[src/rtl/core/owm_pkg.sv]
// Shared types and constants for the one-wire bus master.
// No dependencies; compiled first.
package owm_pkg;

   // command codes carried on the request channel
   localparam logic [1:0] CMD_NONE  = 2'd0;
   localparam logic [1:0] CMD_RESET = 2'd1;
   localparam logic [1:0] CMD_WRITE = 2'd2;
   localparam logic [1:0] CMD_READ  = 2'd3;

   // sequencer phase codes
   localparam logic [3:0] PH_IDLE     = 4'd0;
   localparam logic [3:0] PH_RST_LOW  = 4'd1;
   localparam logic [3:0] PH_RST_WAIT = 4'd2;
   localparam logic [3:0] PH_RST_TAIL = 4'd3;
   localparam logic [3:0] PH_WR_SLOT  = 4'd4;
   localparam logic [3:0] PH_WR_REC   = 4'd5;
   localparam logic [3:0] PH_RD_SLOT  = 4'd6;
   localparam logic [3:0] PH_RD_REC   = 4'd7;

   // configuration register indexes
   localparam int unsigned CSR_INDEX_W = 3;
   localparam int unsigned CSR_DATA_W  = 10;
   localparam logic [CSR_INDEX_W-1:0] CSR_RESET_LOW_TIME = 3'd0;
   localparam logic [CSR_INDEX_W-1:0] CSR_PRESENCE_WAIT  = 3'd1;
   localparam logic [CSR_INDEX_W-1:0] CSR_RESET_TAIL     = 3'd2;
   localparam logic [CSR_INDEX_W-1:0] CSR_SLOT_TIME      = 3'd3;
   localparam logic [CSR_INDEX_W-1:0] CSR_WRITE_ONE_LOW  = 3'd4;
   localparam logic [CSR_INDEX_W-1:0] CSR_READ_LOW       = 3'd5;

   // register reset values (bus timing in microseconds)
   localparam logic [9:0] RESET_LOW_TIME_DEF = 10'd480;
   localparam logic [9:0] PRESENCE_WAIT_DEF  = 10'd80;
   localparam logic [9:0] RESET_TAIL_DEF     = 10'd400;
   localparam logic [7:0] SLOT_TIME_DEF      = 8'd60;
   localparam logic [7:0] WRITE_ONE_LOW_DEF  = 8'd1;
   localparam logic [7:0] READ_LOW_DEF       = 8'd2;

   // per-tick flags from the sequencer
   typedef struct packed {
      logic drive_low;
      logic busy;
      logic done;
   } owm_flags_type;

endpackage

[src/rtl/core/owm_if.sv]
// Valid/ready channel interfaces for the one-wire bus master.
// No package dependency.
interface owm_req_if;
   logic       valid;
   logic       ready;
   logic [1:0] command;
   logic [7:0] write_byte;
   logic       line_level;

   modport source (output valid, command, write_byte, line_level, input ready);
   modport sink   (input valid, command, write_byte, line_level, output ready);
endinterface

interface owm_rsp_if;
   logic       valid;
   logic       ready;
   logic       drive_low;
   logic       busy_res;
   logic       done_res;
   logic       reset_ok;
   logic [7:0] read_byte;

   modport source (output valid, drive_low, busy_res, done_res, reset_ok, read_byte,
                   input ready);
   modport sink   (input valid, drive_low, busy_res, done_res, reset_ok, read_byte,
                   output ready);
endinterface

[src/rtl/core/owm_step.sv]
// One-tick next-state logic of the bus sequencer (pure combinational).
// Depends on owm_pkg.
module owm_step #(
   parameter int unsigned TIMER_WIDTH = 10
) (
   input  logic [9:0]             reset_low_time,
   input  logic [9:0]             presence_wait,
   input  logic [9:0]             reset_tail,
   input  logic [7:0]             slot_time,
   input  logic [7:0]             write_one_low,
   input  logic [7:0]             read_low,
   input  logic [1:0]             command,
   input  logic [7:0]             write_byte,
   input  logic                   line_level,
   input  logic [3:0]             phase,
   input  logic [TIMER_WIDTH-1:0] timer,
   input  logic [2:0]             bit_index,
   input  logic [7:0]             shift_byte,
   input  logic                   presence,
   input  logic [7:0]             read_data,
   output logic [3:0]             phase_nx,
   output logic [TIMER_WIDTH-1:0] timer_nx,
   output logic [2:0]             bit_index_nx,
   output logic [7:0]             shift_byte_nx,
   output logic                   presence_nx,
   output logic [7:0]             read_data_nx,
   output owm_pkg::owm_flags_type flags
);
   localparam int unsigned CW = TIMER_WIDTH + 1;
   localparam int unsigned LW = (CW > 11) ? CW : 11;

   logic [3:0]             ph_e;
   logic [TIMER_WIDTH-1:0] timer_e;
   logic [2:0]             bit_e;
   logic [7:0]             shift_e;
   logic                   pres_e;
   logic [CW-1:0]          cnt_plus;
   logic [LW-1:0]          cnt_ext;
   logic [LW-1:0]          timer_ext;
   logic [7:0]             st1, wol1, rl1, wr_low, wr_len;
   logic [8:0]             rd_len, rl1_p1;
   logic [9:0]             rt1;
   logic [LW-1:0]          len_sel;
   logic                   ends;

   // zero-valued timing registers act as one
   assign st1  = (slot_time == 8'd0) ? 8'd1 : slot_time;
   assign wol1 = (write_one_low == 8'd0) ? 8'd1 : write_one_low;
   assign rl1  = (read_low == 8'd0) ? 8'd1 : read_low;
   assign rt1  = (reset_tail == 10'd0) ? 10'd1 : reset_tail;
   assign rl1_p1 = {1'b0, rl1} + 9'd1;

   // effective state after a possible command start
   always_comb begin
      ph_e    = (phase > owm_pkg::PH_RD_REC) ? owm_pkg::PH_IDLE : phase;
      timer_e = timer;
      bit_e   = bit_index;
      shift_e = shift_byte;
      pres_e  = presence;
      if (ph_e == owm_pkg::PH_IDLE && command != owm_pkg::CMD_NONE) begin
         timer_e = '0;
         bit_e   = 3'd0;
         case (command)
            owm_pkg::CMD_RESET: begin
               ph_e   = owm_pkg::PH_RST_LOW;
               pres_e = 1'b0;
            end
            owm_pkg::CMD_WRITE: begin
               ph_e    = owm_pkg::PH_WR_SLOT;
               shift_e = write_byte;
            end
            default: begin
               ph_e    = owm_pkg::PH_RD_SLOT;
               shift_e = 8'd0;
            end
         endcase
      end
   end

   assign cnt_plus  = {1'b0, timer_e} + CW'(1);
   assign cnt_ext   = LW'(cnt_plus);
   assign timer_ext = LW'(timer_e);
   assign wr_low    = shift_e[bit_e] ? wol1 : st1;
   assign wr_len    = (st1 > wr_low) ? st1 : wr_low;
   assign rd_len    = ({1'b0, st1} > rl1_p1) ? {1'b0, st1} : rl1_p1;

   // length of the running phase
   always_comb begin
      case (ph_e)
         owm_pkg::PH_RST_LOW:  len_sel = LW'(reset_low_time);
         owm_pkg::PH_RST_WAIT: len_sel = LW'(presence_wait);
         owm_pkg::PH_RST_TAIL: len_sel = LW'({1'b0, rt1} + 11'd1);
         owm_pkg::PH_WR_SLOT:  len_sel = LW'(wr_len);
         owm_pkg::PH_RD_SLOT:  len_sel = LW'(rd_len);
         default:              len_sel = LW'(1);
      endcase
   end

   // last tick: counter reached the length, or the timer is at its top
   assign ends = (cnt_ext >= ((len_sel == '0) ? LW'(1) : len_sel)) || cnt_plus[CW-1];

   always_comb begin
      phase_nx      = ph_e;
      timer_nx      = ends ? '0 : cnt_plus[TIMER_WIDTH-1:0];
      bit_index_nx  = bit_e;
      shift_byte_nx = shift_e;
      presence_nx   = pres_e;
      read_data_nx  = read_data;
      flags         = '{drive_low: 1'b0, busy: 1'b1, done: 1'b0};
      case (ph_e)
         owm_pkg::PH_RST_LOW: begin
            flags.drive_low = 1'b1;
            if (ends) phase_nx = owm_pkg::PH_RST_WAIT;
         end
         owm_pkg::PH_RST_WAIT: begin
            if (ends) phase_nx = owm_pkg::PH_RST_TAIL;
         end
         owm_pkg::PH_RST_TAIL: begin
            if (timer_e == '0) presence_nx = ~line_level;
            if (ends) begin
               presence_nx = presence_nx & line_level;
               flags.done  = 1'b1;
               phase_nx    = owm_pkg::PH_IDLE;
            end
         end
         owm_pkg::PH_WR_SLOT: begin
            flags.drive_low = timer_ext < LW'(wr_low);
            if (ends) phase_nx = owm_pkg::PH_WR_REC;
         end
         owm_pkg::PH_RD_SLOT: begin
            flags.drive_low = timer_ext < LW'(rl1);
            if (timer_ext == LW'(rl1)) shift_byte_nx = {line_level, shift_e[7:1]};
            if (ends) phase_nx = owm_pkg::PH_RD_REC;
         end
         owm_pkg::PH_WR_REC, owm_pkg::PH_RD_REC: begin
            timer_nx = '0;
            if (bit_e == 3'd7) begin
               if (ph_e == owm_pkg::PH_RD_REC) read_data_nx = shift_e;
               flags.done   = 1'b1;
               bit_index_nx = 3'd0;
               phase_nx     = owm_pkg::PH_IDLE;
            end else begin
               bit_index_nx = bit_e + 3'd1;
               phase_nx     = (ph_e == owm_pkg::PH_RD_REC) ? owm_pkg::PH_RD_SLOT
                                                           : owm_pkg::PH_WR_SLOT;
            end
         end
         default: begin
            flags.busy = 1'b0;
         end
      endcase
   end

endmodule

[src/rtl/core/one_wire_bus_master.sv]
// Top level of the one-wire bus master: channel registers, timing registers
// and sequencer state. Depends on owm_pkg, owm_if.sv and owm_step.
//
//  channel    dir   beat                                     width
//  req_chan   in    command, write_byte, line_level           2+8+1
//  rsp_chan   out   drive_low, busy_res, done_res,            1+1+1+1+8
//                   reset_ok, read_byte
//  csr_*      in    wr_en, index (0..5), wdata                1+3+10
//
// Every request beat is one bus tick and yields exactly one response beat.
// Beats pass the input register, then the result register; one beat per cycle
// is sustained while responses are taken (single-tick sequencer update).
// Reset (synchronous, active high) returns the sequencer to idle and the
// timing registers to their defaults; no clearing pass.
// A stalled response holds its register; the input register takes beats while
// it is empty or while the response register is free or being taken.
module one_wire_bus_master #(
   parameter int unsigned TIMER_WIDTH = 10
) (
   input  logic                                  clock,
   input  logic                                  reset,
   owm_req_if.sink                               req_chan,
   owm_rsp_if.source                             rsp_chan,
   input  logic                                  csr_wr_en,
   input  logic [owm_pkg::CSR_INDEX_W-1:0]       csr_index,
   input  logic [owm_pkg::CSR_DATA_W-1:0]        csr_wdata
);

   // timing registers
   logic [9:0] reset_low_time_ff, presence_wait_ff, reset_tail_ff;
   logic [7:0] slot_time_ff, write_one_low_ff, read_low_ff;

   always_ff @(posedge clock) begin
      if (reset) begin
         reset_low_time_ff <= owm_pkg::RESET_LOW_TIME_DEF;
         presence_wait_ff  <= owm_pkg::PRESENCE_WAIT_DEF;
         reset_tail_ff     <= owm_pkg::RESET_TAIL_DEF;
         slot_time_ff      <= owm_pkg::SLOT_TIME_DEF;
         write_one_low_ff  <= owm_pkg::WRITE_ONE_LOW_DEF;
         read_low_ff       <= owm_pkg::READ_LOW_DEF;
      end else if (csr_wr_en) begin
         case (csr_index)
            owm_pkg::CSR_RESET_LOW_TIME: reset_low_time_ff <= csr_wdata[9:0];
            owm_pkg::CSR_PRESENCE_WAIT:  presence_wait_ff  <= csr_wdata[9:0];
            owm_pkg::CSR_RESET_TAIL:     reset_tail_ff     <= csr_wdata[9:0];
            owm_pkg::CSR_SLOT_TIME:      slot_time_ff      <= csr_wdata[7:0];
            owm_pkg::CSR_WRITE_ONE_LOW:  write_one_low_ff  <= csr_wdata[7:0];
            owm_pkg::CSR_READ_LOW:       read_low_ff       <= csr_wdata[7:0];
            default: ;  // unmapped index: write dropped
         endcase
      end
   end

   // input register
   logic       in_vld_ff, in_vld_in;
   logic [1:0] cmd_ff;
   logic [7:0] wb_ff;
   logic       lvl_ff;
   logic       out_vld_ff, out_vld_in;
   logic       advance;   // tick in the input register is processed this cycle
   logic       req_take;

   assign advance         = in_vld_ff && (!out_vld_ff || rsp_chan.ready);
   assign req_chan.ready  = !in_vld_ff || advance;
   assign req_take        = req_chan.valid && req_chan.ready;
   assign in_vld_in       = req_take ? 1'b1 : (advance ? 1'b0 : in_vld_ff);
   assign out_vld_in      = advance ? 1'b1 : (rsp_chan.ready ? 1'b0 : out_vld_ff);

   always_ff @(posedge clock) begin
      if (reset) begin
         in_vld_ff  <= 1'b0;
         out_vld_ff <= 1'b0;
      end else begin
         in_vld_ff  <= in_vld_in;
         out_vld_ff <= out_vld_in;
      end
   end

   always_ff @(posedge clock) begin
      if (req_take) begin
         cmd_ff <= req_chan.command;
         wb_ff  <= req_chan.write_byte;
         lvl_ff <= req_chan.line_level;
      end
   end

   // sequencer state
   logic [3:0]             phase_ff, phase_in;
   logic [TIMER_WIDTH-1:0] timer_ff, timer_in;
   logic [2:0]             bit_index_ff, bit_index_in;
   logic [7:0]             shift_byte_ff, shift_byte_in;
   logic                   presence_ff, presence_in;
   logic [7:0]             read_data_ff, read_data_in;
   owm_pkg::owm_flags_type flags;

   owm_step #(.TIMER_WIDTH(TIMER_WIDTH)) u_step (
      .reset_low_time (reset_low_time_ff),
      .presence_wait  (presence_wait_ff),
      .reset_tail     (reset_tail_ff),
      .slot_time      (slot_time_ff),
      .write_one_low  (write_one_low_ff),
      .read_low       (read_low_ff),
      .command        (cmd_ff),
      .write_byte     (wb_ff),
      .line_level     (lvl_ff),
      .phase          (phase_ff),
      .timer          (timer_ff),
      .bit_index      (bit_index_ff),
      .shift_byte     (shift_byte_ff),
      .presence       (presence_ff),
      .read_data      (read_data_ff),
      .phase_nx       (phase_in),
      .timer_nx       (timer_in),
      .bit_index_nx   (bit_index_in),
      .shift_byte_nx  (shift_byte_in),
      .presence_nx    (presence_in),
      .read_data_nx   (read_data_in),
      .flags          (flags)
   );

   always_ff @(posedge clock) begin
      if (reset) begin
         phase_ff      <= owm_pkg::PH_IDLE;
         timer_ff      <= '0;
         bit_index_ff  <= 3'd0;
         shift_byte_ff <= 8'd0;
         presence_ff   <= 1'b0;
         read_data_ff  <= 8'd0;
      end else if (advance) begin
         phase_ff      <= phase_in;
         timer_ff      <= timer_in;
         bit_index_ff  <= bit_index_in;
         shift_byte_ff <= shift_byte_in;
         presence_ff   <= presence_in;
         read_data_ff  <= read_data_in;
      end
   end

   // result register
   owm_pkg::owm_flags_type flags_ff;
   logic                   reset_ok_ff;
   logic [7:0]             read_byte_ff;

   always_ff @(posedge clock) begin
      if (advance) begin
         flags_ff     <= flags;
         reset_ok_ff  <= presence_in;
         read_byte_ff <= read_data_in;
      end
   end

   assign rsp_chan.valid     = out_vld_ff;
   assign rsp_chan.drive_low = flags_ff.drive_low;
   assign rsp_chan.busy_res  = flags_ff.busy;
   assign rsp_chan.done_res  = flags_ff.done;
   assign rsp_chan.reset_ok  = reset_ok_ff;
   assign rsp_chan.read_byte = read_byte_ff;

   // checks
   a_done_busy: assert property (@(posedge clock) disable iff (reset)
      rsp_chan.valid && rsp_chan.done_res |-> rsp_chan.busy_res)
      else $error("done without busy");

   a_drive_busy: assert property (@(posedge clock) disable iff (reset)
      rsp_chan.valid && rsp_chan.drive_low |-> rsp_chan.busy_res)
      else $error("bus driven while idle");

   a_tick_out: assert property (@(posedge clock) disable iff (reset)
      advance |=> rsp_chan.valid)
      else $error("processed tick produced no response");

   a_bit_phase: assert property (@(posedge clock) disable iff (reset)
      bit_index_ff != 3'd0 |-> (phase_ff == owm_pkg::PH_WR_SLOT ||
         phase_ff == owm_pkg::PH_WR_REC || phase_ff == owm_pkg::PH_RD_SLOT ||
         phase_ff == owm_pkg::PH_RD_REC))
      else $error("bit index set outside a byte transfer");

endmodule
[src/flat_wrapper.sv]
// flat-port wrapper written by rule: the top's interface ports become plain ports
module one_wire_bus_master_flat 
#(
   parameter int unsigned TIMER_WIDTH = 10
)
  (clock, reset, csr_wr_en, csr_index, csr_wdata, req_chan_valid, req_chan_command, req_chan_write_byte, req_chan_line_level, req_chan_ready, rsp_chan_valid, rsp_chan_drive_low, rsp_chan_busy_res, rsp_chan_done_res, rsp_chan_reset_ok, rsp_chan_read_byte, rsp_chan_ready);
  owm_req_if req_chan_i ();
  owm_rsp_if rsp_chan_i ();
  input  logic clock;
  input  logic reset;
  input  logic csr_wr_en;
  input  logic [owm_pkg::CSR_INDEX_W-1:0] csr_index;
  input  logic [owm_pkg::CSR_DATA_W-1:0] csr_wdata;
  input wire logic [$bits(req_chan_i.valid)-1:0] req_chan_valid;
  input wire logic [$bits(req_chan_i.command)-1:0] req_chan_command;
  input wire logic [$bits(req_chan_i.write_byte)-1:0] req_chan_write_byte;
  input wire logic [$bits(req_chan_i.line_level)-1:0] req_chan_line_level;
  output wire logic [$bits(req_chan_i.ready)-1:0] req_chan_ready;
  output wire logic [$bits(rsp_chan_i.valid)-1:0] rsp_chan_valid;
  output wire logic [$bits(rsp_chan_i.drive_low)-1:0] rsp_chan_drive_low;
  output wire logic [$bits(rsp_chan_i.busy_res)-1:0] rsp_chan_busy_res;
  output wire logic [$bits(rsp_chan_i.done_res)-1:0] rsp_chan_done_res;
  output wire logic [$bits(rsp_chan_i.reset_ok)-1:0] rsp_chan_reset_ok;
  output wire logic [$bits(rsp_chan_i.read_byte)-1:0] rsp_chan_read_byte;
  input wire logic [$bits(rsp_chan_i.ready)-1:0] rsp_chan_ready;
  assign req_chan_i.valid = req_chan_valid;
  assign req_chan_i.command = req_chan_command;
  assign req_chan_i.write_byte = req_chan_write_byte;
  assign req_chan_i.line_level = req_chan_line_level;
  assign req_chan_ready = req_chan_i.ready;
  assign rsp_chan_valid = rsp_chan_i.valid;
  assign rsp_chan_drive_low = rsp_chan_i.drive_low;
  assign rsp_chan_busy_res = rsp_chan_i.busy_res;
  assign rsp_chan_done_res = rsp_chan_i.done_res;
  assign rsp_chan_reset_ok = rsp_chan_i.reset_ok;
  assign rsp_chan_read_byte = rsp_chan_i.read_byte;
  assign rsp_chan_i.ready = rsp_chan_ready;
  one_wire_bus_master #(.TIMER_WIDTH(TIMER_WIDTH)) u_core (.clock(clock), .reset(reset), .req_chan(req_chan_i), .rsp_chan(rsp_chan_i), .csr_wr_en(csr_wr_en), .csr_index(csr_index), .csr_wdata(csr_wdata));
endmodule
[config.mk]
export PLATFORM = sky130hd
export DESIGN_NAME = one_wire_bus_master_flat
export DESIGN_NICKNAME = d
export VERILOG_FILES = /design/src/rtl/core/owm_pkg.sv /design/src/rtl/core/owm_if.sv /design/src/rtl/core/owm_step.sv /design/src/rtl/core/one_wire_bus_master.sv /design/src/flat_wrapper.sv
export SDC_FILE = /design/constraint.sdc
export NUM_CORES = 1
export LEC_CHECK = 0
export BUFFER_PORTS_ARGS = -buffer_cell sky130_fd_sc_hd__buf_2
export CAP_MARGIN = 20
export CELL_PAD_IN_SITES_DETAIL_PLACEMENT = 0
export CELL_PAD_IN_SITES_GLOBAL_PLACEMENT = 1
export CORE_ASPECT_RATIO = 1.1
export CORE_MARGIN = 2
export CORE_UTILIZATION = 50
export CTS_CLUSTER_SIZE = 30
export DETAILED_ROUTE_END_ITERATION = 16
export MAX_ROUTING_LAYER = met4
export PLACE_DENSITY = 0.87
export SKIP_LAST_GASP = 1
export SLEW_MARGIN = 30
export SYNTH_ARGS = -nofsm -noshare
export SYNTH_HDL_FRONTEND = slang
export SYNTH_SLANG_ARGS = --single-unit
[constraint.sdc]
create_clock -name clock -period 8.6 [get_ports clock]
set_clock_uncertainty 0.2 [all_clocks]
set_input_delay 2.58 -clock clock [delete_from_list [all_inputs] [get_ports clock]]
set_output_delay 2.58 -clock clock [all_outputs]
set_load 0.05 [all_outputs]
# Word level (Yosys, flattened, before mapping)
# Index checks and enable logic that the tools add are counted.
[classes] add_sub_neg=4 order_cmp=7 n_eq_ne=16 muxes=50 bitwise=2 reduce_logical=27
[op_table] cell="$mux 8" n=11
[op_table] cell="$pmux 11 s5" n=1
[op_table] cell="$mux 10" n=4
[op_table] cell="$mux 4" n=7
[op_table] cell="$logic_not 8->1" n=3
[op_table] cell="$pmux 4 s6" n=1
[op_table] cell="$add 10x1->11 const B" n=2
[op_table] cell="$logic_not 10->1" n=2
[op_table] cell="$lt 10x8->1" n=2
[op_table] cell="$eq 4x3->1 const B" n=4
[op_table] cell="$pmux 8 s2" n=1
[op_table] cell="$mux 1" n=14
[op_table] cell="$mux 3" n=4
[op_table] cell="$reduce_and 2->1" n=6
[op_table] cell="$ge 11x11->1" n=1
[op_table] cell="$logic_not 11->1" n=1
[op_table] cell="$mux 11" n=1
[op_table] cell="$eq 10x8->1" n=1
[op_table] cell="$add 8x1->9 const B" n=1
[op_table] cell="$eq 3x3->1 const B" n=3
[op_table] cell="$gt 8x9->1" n=1
[op_table] cell="$mux 9" n=1
[op_table] cell="$eq 4x2->1 const B" n=2
[op_table] cell="$gt 8x8->1" n=1
[op_table] cell="other kinds (23)" n=31
[totals] ff_bits=113 input_bits=29 wordCells=128

# Depth between registers and ports, before layout
[depth] ltp_word=17 ltp_mapped=27 ltp_nobuf=26

# Modules after synthesis
# Synthesis repeated with hierarchy kept, for this count alone.
[unflattened] hier_cells=829 hier_area_um2=7314.5
[by_module_without_submodules] mod="one_wire_bus_master" n_inst=1 cells_per_inst=371 area_per_inst_um2=4246.6 seq_area_each_um2=2492.4
[by_module_without_submodules] mod="owm_step" n_inst=1 cells_per_inst=458 area_per_inst_um2=3067.9 seq_area_each_um2=0.0

# Worst setup path before layout
# OpenSTA, ideal clock, no wires.
[synth_timing] kind="register to register" startpoint="reg u_core.cmd_ff[0]" endpoint="reg u_core.timer_ff[0]" setup_ps=66 t_arrival_ps=5671 setup_slack_ps=2662 path_stages_with_launch=28 path_buffers=2 synth_period_minus_slack_ps=5938 path_cell_list="edfxtp_1 -> inv_1 -> ha_1 -> a21oi_2 -> buf_2 -> o21ai_1 -> mux2i_1 -> ha_1 -> a21o_1 -> a221o_1 -> a21oi_1 -> o2111ai_4 -> and2_1 -> buf_4 -> nand3_1 -> o311a_1 -> nand2_1 -> o31ai_2 -> ha_1 -> nor2b_1 -> o21a_1 -> o21a_1 -> o21a_1 -> o21ai_0 -> a211oi_1 -> nor4_2 -> a22oi_1 -> nor2_1"
[synth_via] elab_chain_cells=15 word_cells_on_any_way=31 cone_classes="add/sub (1); order compare (2); eq/ne (9); mux (14); reduce/logical (5)"
[synth_lines] element="start, declared" line="one_wire_bus_master.sv:56" source="logic [1:0] cmd_ff;"
[synth_lines] element="start signal, assigned" line="one_wire_bus_master.sv:81" source="cmd_ff <= req_chan.command;"
[synth_lines] element="$eq 2x2->1, or another cell as far along" line="owm_step.sv:63" source="case (command)"
[synth_lines] element="$pmux 8 s2 or $logic_and 1x1->1 (tied branches)" line="owm_step.sv:63, owm_step.sv:60"
[synth_lines] element="$mux 8 or $mux 3 (tied branches)" line="owm_step.sv:60" source="if (ph_e == owm_pkg::PH_IDLE && command != owm_pkg::CMD_NONE) begin"
[synth_lines] element="$bmux 1 s3" line="owm_step.sv:83" source="assign wr_low = shift_e[bit_e] ? wol1 : st1;"
[synth_lines] element="$mux 1 (not written as such)" line="owm_step.sv:83"
[synth_lines] element="$mux 8" line="owm_step.sv:83"
[synth_lines] element="$gt 8x8->1" line="owm_step.sv:84" source="assign wr_len = (st1 > wr_low) ? st1 : wr_low;"
[synth_lines] element="$mux 8" line="owm_step.sv:84"
[synth_lines] element="$pmux 11 s5" line="owm_step.sv:89" source="case (ph_e)"
[synth_lines] element="$logic_not 11->1" line="owm_step.sv:100" source="assign ends = (cnt_ext >= ((len_sel == '0) ? LW'(1) : len_sel)) || cnt_plus[CW-1];"
[synth_lines] element="$mux 11" line="owm_step.sv:100"
[synth_lines] element="$ge 11x11->1" line="owm_step.sv:100"
[synth_lines] element="$logic_or 1x1->1" line="owm_step.sv:100"
[synth_lines] element="$mux 10" line="owm_step.sv:104" source="timer_nx = ends ? '0 : cnt_plus[TIMER_WIDTH-1:0];"
[synth_lines] element="$mux 10 (*)" line="owm_step.sv:110" source="case (ph_e)"
[synth_lines] element="end signal, assigned" line="one_wire_bus_master.sv:131" source="timer_ff <= timer_in;"
[synth_lines] element="end, declared" line="one_wire_bus_master.sv:89" source="logic [TIMER_WIDTH-1:0] timer_ff, timer_in;"
# Mark *: on every way between the ends. The rest lies on a longest branch, timed or not. The select of a mux whose other input is x is not followed.
# A chain may end at the register's enable or synchronous reset.

# Final worst setup path
[layout_timing] startpoint="reg u_core.phase_ff[0]" endpoint="reg u_core.timer_ff[5]"
[layout_via] elab_chain_cells=17 word_cells_on_any_way=29 cone_classes="add/sub (1); order compare (3); eq/ne (7); mux (13); reduce/logical (5)"
[layout_lines] element="start, declared" line="one_wire_bus_master.sv:88" source="logic [3:0] phase_ff, phase_in;"
[layout_lines] element="start signal, assigned" line="one_wire_bus_master.sv:123" source="phase_ff <= owm_pkg::PH_IDLE;"
[layout_lines] element="start signal, assigned" line="one_wire_bus_master.sv:130" source="phase_ff <= phase_in;"
[layout_lines] element="$gt 4x3->1" line="owm_step.sv:55" source="ph_e = (phase > owm_pkg::PH_RD_REC) ? owm_pkg::PH_IDLE : phase;"
[layout_lines] element="$mux 4 (*)" line="owm_step.sv:55"
[layout_lines] element="$logic_not 4->1" line="owm_step.sv:60"
[layout_lines] element="$logic_and 1x1->1" line="owm_step.sv:60"
[layout_lines] element="$mux 8 or $mux 3 (tied branches)" line="owm_step.sv:60"
[layout_lines] element="$bmux 1 s3" line="owm_step.sv:83"
[layout_lines] element="$mux 1 (not written as such)" line="owm_step.sv:83"
[layout_lines] element="$mux 8" line="owm_step.sv:83"
[layout_lines] element="$gt 8x8->1" line="owm_step.sv:84"
[layout_lines] element="$mux 8" line="owm_step.sv:84"
[layout_lines] element="$pmux 11 s5" line="owm_step.sv:89"
[layout_lines] element="$logic_not 11->1" line="owm_step.sv:100"
[layout_lines] element="$mux 11" line="owm_step.sv:100"
[layout_lines] element="$ge 11x11->1" line="owm_step.sv:100"
[layout_lines] element="$logic_or 1x1->1" line="owm_step.sv:100"
[layout_lines] element="$mux 10" line="owm_step.sv:104"
[layout_lines] element="$mux 10 (*)" line="owm_step.sv:110"
# Marked as above.

==> results_dict.tcl <==
set metrics [dict create \
    outcome "completed" \
    port_buffers 42 \
    cts_tree "done" \
    min_path_cells 2 \
    path_class "reg2reg" \
    root_buffer "clkbuf_16" \
    cts_max_path_buffers 2 \
    grt_util_met3_pct 4.40 \
    synthesis.area_mm2 0.00685 \
    pwr-share-seq_pct 38.4 \
    clock_latency_ns 0.42 \
    min-delay-start "u_core.presence_wait_ff[8]" \
    reg2reg_from "u_core.phase_ff[0]" \
    synth.most_common_cell "nand2_1" \
    clkSinkCount 113 \
    drt_pass1_iterations 5 \
    clkSlewWorstSetupHoldPaths_ns 0.05 \
    whs_ns 0.254 \
    worst_r2r_path_depth 24 \
    grtUsageMet2_pct 46.2 \
    fp.coreArea_mm2 0.0133 \
    tns_ns 0 \
    htreeDepth 4 \
    rows 44 \
    synthCells 843 \
    synth_nets 920 \
    crit_fanout 12 \
    cp.required_ns 8.74 \
    track_usage_pct 28.1 \
    reg2reg_slack_ns 1.71 \
    drc 0 \
    p_comb_share_pct 19.5 \
    worst_setup_path_end_kind "flip-flop" \
    routabilityCongestion 0.893 \
    ys.flop_type "dfxtp_1" \
    crit_path_start_kind "flip-flop" \
    hpwl_um 13900 \
    fp.dieH_um 127 \
    holdBufCountCts 0 \
    fmax_mhz 145 \
    final_layout_size_suffix_gt1_share_pct 11.4 \
    slew_viol_final 0 \
    whs_endpoint "u_core.presence_wait_ff[8]" \
    fillers 1199 \
    drt-initial-drc-count 499 \
    postLayoutCellArea_mm2 0.00770 \
    p_leak_nw 2.98 \
    p_int_w 0.00105 \
    clockPowerShare_pct 42.1 \
    postCtsResizedCells 0 \
    diodes 0 \
    synth-edff-count 23 \
    place_area_mm2 0.00717 \
    grt_first_pass_wirelength_um 31200 \
    holdCritPathClass "reg2reg" \
    die_w_um 116 \
    wl_per_cell_um 17.9 \
    async_flop_share_pct 0 \
    ys_seq_elements 113 \
    worstMarginPinSlew_ns 0.934 \
    syn_to_final_growth_pct 12.5 \
    grt-ovfl-total 0 \
    io_pins 43 \
    multi_input_area_mm2 0.00409 \
    rsz0062_at_grt "no" \
    ant_nets 0 \
    die-area_mm2 0.0146 \
    finalSetupViolCount 0 \
    min_period_ns 6.89 \
    start_util_pct 51.6 \
    synth_top_cell_area_share_pct 26.3 \
    via_count 6303 \
    yosysSeqAreaShare_pct 36.4 \
    grt_pass1_vias 6074 \
    yosys-top-cells-area "dfxtp_1 (26%), edfxtp_1 (10%), nand2_1 (10%)" \
    yosysTopAreaCell "dfxtp_1" \
    postCtsSetupBuffers 0 \
    drv_cap 0 \
    via_per_inst 5.92 \
    wl_um 19000 \
    numCtsBuffers 17 \
    busiest_layer "met2" \
    postSynthAreaPerCell_um2 8.12 \
    nets 944 \
    sw_frac_of_total_pct 29.6 \
    grt_max_degree 91 \
    final_hold_viol_count 0 \
    met1_usage_pct 33.7 \
    power_density_mw_per_mm2 194 \
    max_slew_margin_pct 37.7 \
    regArea_mm2 0.00249 \
    antenna_found_initial 0 \
    synthTopCellsByCount "nand2_1 (183), dfxtp_1 (90), a21oi_1 (89), nor2_1 (52), ha_1 (48)" \
    irDropWorstVdd_mv 0.130 \
    total_power_w 0.00150 \
    p_sw_w 0.000443 \
    yosysWarnings 0 \
    arrival_ns 7.03 \
    ys_types 67 \
    fin_crit_sh_pct 80.1 \
    r2r-end "u_core.timer_ff[5]" \
]
## critical path, stage by stage (launching register included)
cell and delay, ns:
dfxtp_1 0.37, or3_4 0.44, a21oi_2 0.53, o21ai_1 0.43, mux2i_1 0.39, ha_1 0.31, a21o_1 0.19, a221o_1 0.34
a21oi_1 0.34, o2111ai_4 0.23, and2_1 0.29, nand3_1 0.11, o311a_1 0.21, nand2_1 0.07, o31ai_2 0.18, ha_1 0.18
nor2b_1 0.05, o21a_1 0.16, o21a_1 0.16, o21a_1 0.16, o21ai_0 0.22, a211oi_1 0.19, nor4_2 0.72, a22oi_1 0.19
nor2_1 0.13
## final cells by class
| cell class | instances | share of cell area, % |
|---|---|---|
| clock buffers | 20 | 5.67 |
| clock inverters | 12 | 1.23 |
| inverters | 27 | 1.32 |
| multi-input cells | 660 | 53.1 |
| flip-flops and latches | 113 | 32.4 |
| well taps | 184 | 2.99 |
| repair buffers | 48 | 3.31 |
## metal layers
layer | vias up | routed length [um]
li1 | 3070 | -
met1 | 2990 | 8140
met2 | 205 | 9500
met3 | 38 | 828
met4 | 0 | 564
met5 | - | 0
## flip-flops by register name, summed over array words and instances (netlist names), 2 cells and up
signal                     count
u_core.read_data_ff            8
u_core.bit_index_ff            3
u_core.reset_low_time_ff      10
u_core.wb_ff                   8
u_core.phase_ff                4
u_core.read_low_ff             8
u_core.shift_byte_ff           8
u_core.timer_ff               10
u_core.reset_tail_ff          10
u_core.presence_wait_ff       10
u_core.slot_time_ff            8
u_core.rsp_chan.read_byte      8
u_core.cmd_ff                  2
u_core.write_one_low_ff        8
## how the worst max path moves through the flow
stage | start | endpoint | depth (start not counted)
5_1_grt | u_core.phase_ff[0] | u_core.timer_ff[7] | 24
3_3_place_gp | u_core.phase_ff[0] | u_core.timer_ff[4] | 24
4_1_cts | u_core.phase_ff[0] | u_core.timer_ff[5] | 24
2_1_floorplan | u_core.cmd_ff[0] | u_core.timer_ff[0] | 27
3_5_place_dp | u_core.cmd_ff[0] | u_core.timer_ff[5] | 25
6_report | u_core.phase_ff[0] | u_core.timer_ff[5] | 24
## cell families (layout without fill, tap and decap cells)
logic type / after synthesis / count (layout) / share of synthesized area [%]
AOI/OAI and AO/OA: 221 / 221 / 21.3
xor gates and xnor gates: 21 / 21 / 2.69
adders and majority gates: 49 / 49 / 8.94
buffers and inverters: 70 / 107 / 3.93
DFF: 113 / 113 / 36.4
muxes: 21 / 21 / 3.56
and+or+nand+nor: 348 / 348 / 23.2
## cell usage in the layout (no fill, tap or decap), types with 4 or more instances in the layout
cell type | synthesis | routed
nand2_1 | 183 | 183
mux2i_1 | 14 | 14
and3_1 | 7 | 7
ha_1 | 48 | 48
dfxtp_1 | 90 | 90
nor3_1 | 9 | 9
nor2_1 | 52 | 52
clkbuf_16 | 0 | 17
buf_2 | 2 | 42
a22oi_1 | 23 | 23
a21o_1 | 10 | 10
nand3_1 | 25 | 25
xnor2_1 | 12 | 12
xor2_1 | 9 | 9
o21ai_1 | 11 | 11
inv_1 | 26 | 26
edfxtp_1 | 23 | 23
mux2_2 | 4 | 4
a31oi_1 | 5 | 5
a21oi_1 | 89 | 89
and2_1 | 15 | 15
o32ai_1 | 5 | 4
nand4_1 | 12 | 12
a211oi_1 | 9 | 9
a32oi_1 | 4 | 4
nand3b_1 | 16 | 16
nor4_1 | 8 | 8
o21ai_0 | 25 | 25
nor2b_1 | 6 | 6
buf_4 | 1 | 6
clkinv_2 | 0 | 5
## power by group through the flow
stage,clock [W],combinational (W),sequential [W]
2_1_floorplan,0,0.000203,0.000589
3_3_place_gp,0,0.000281,0.000583
3_5_place_dp,0,0.000287,0.000584
4_1_cts,0.000639,0.000289,0.000573
5_1_grt,0.000664,0.000324,0.000575
6_report,0.000629,0.000292,0.000574
## stage by stage
stage          cells  utilization, %  setup slack, ns
2_1_floorplan    843               -             2.66
3_3_place_gp    1032            54.1             2.14
3_5_place_dp    1032            54.1             1.78
4_1_cts         1064            58.1             1.79
5_1_grt         1064            58.1             1.03
6_report        1064            58.1             1.71
Note: power is estimated with default switching activity, not from simulation.
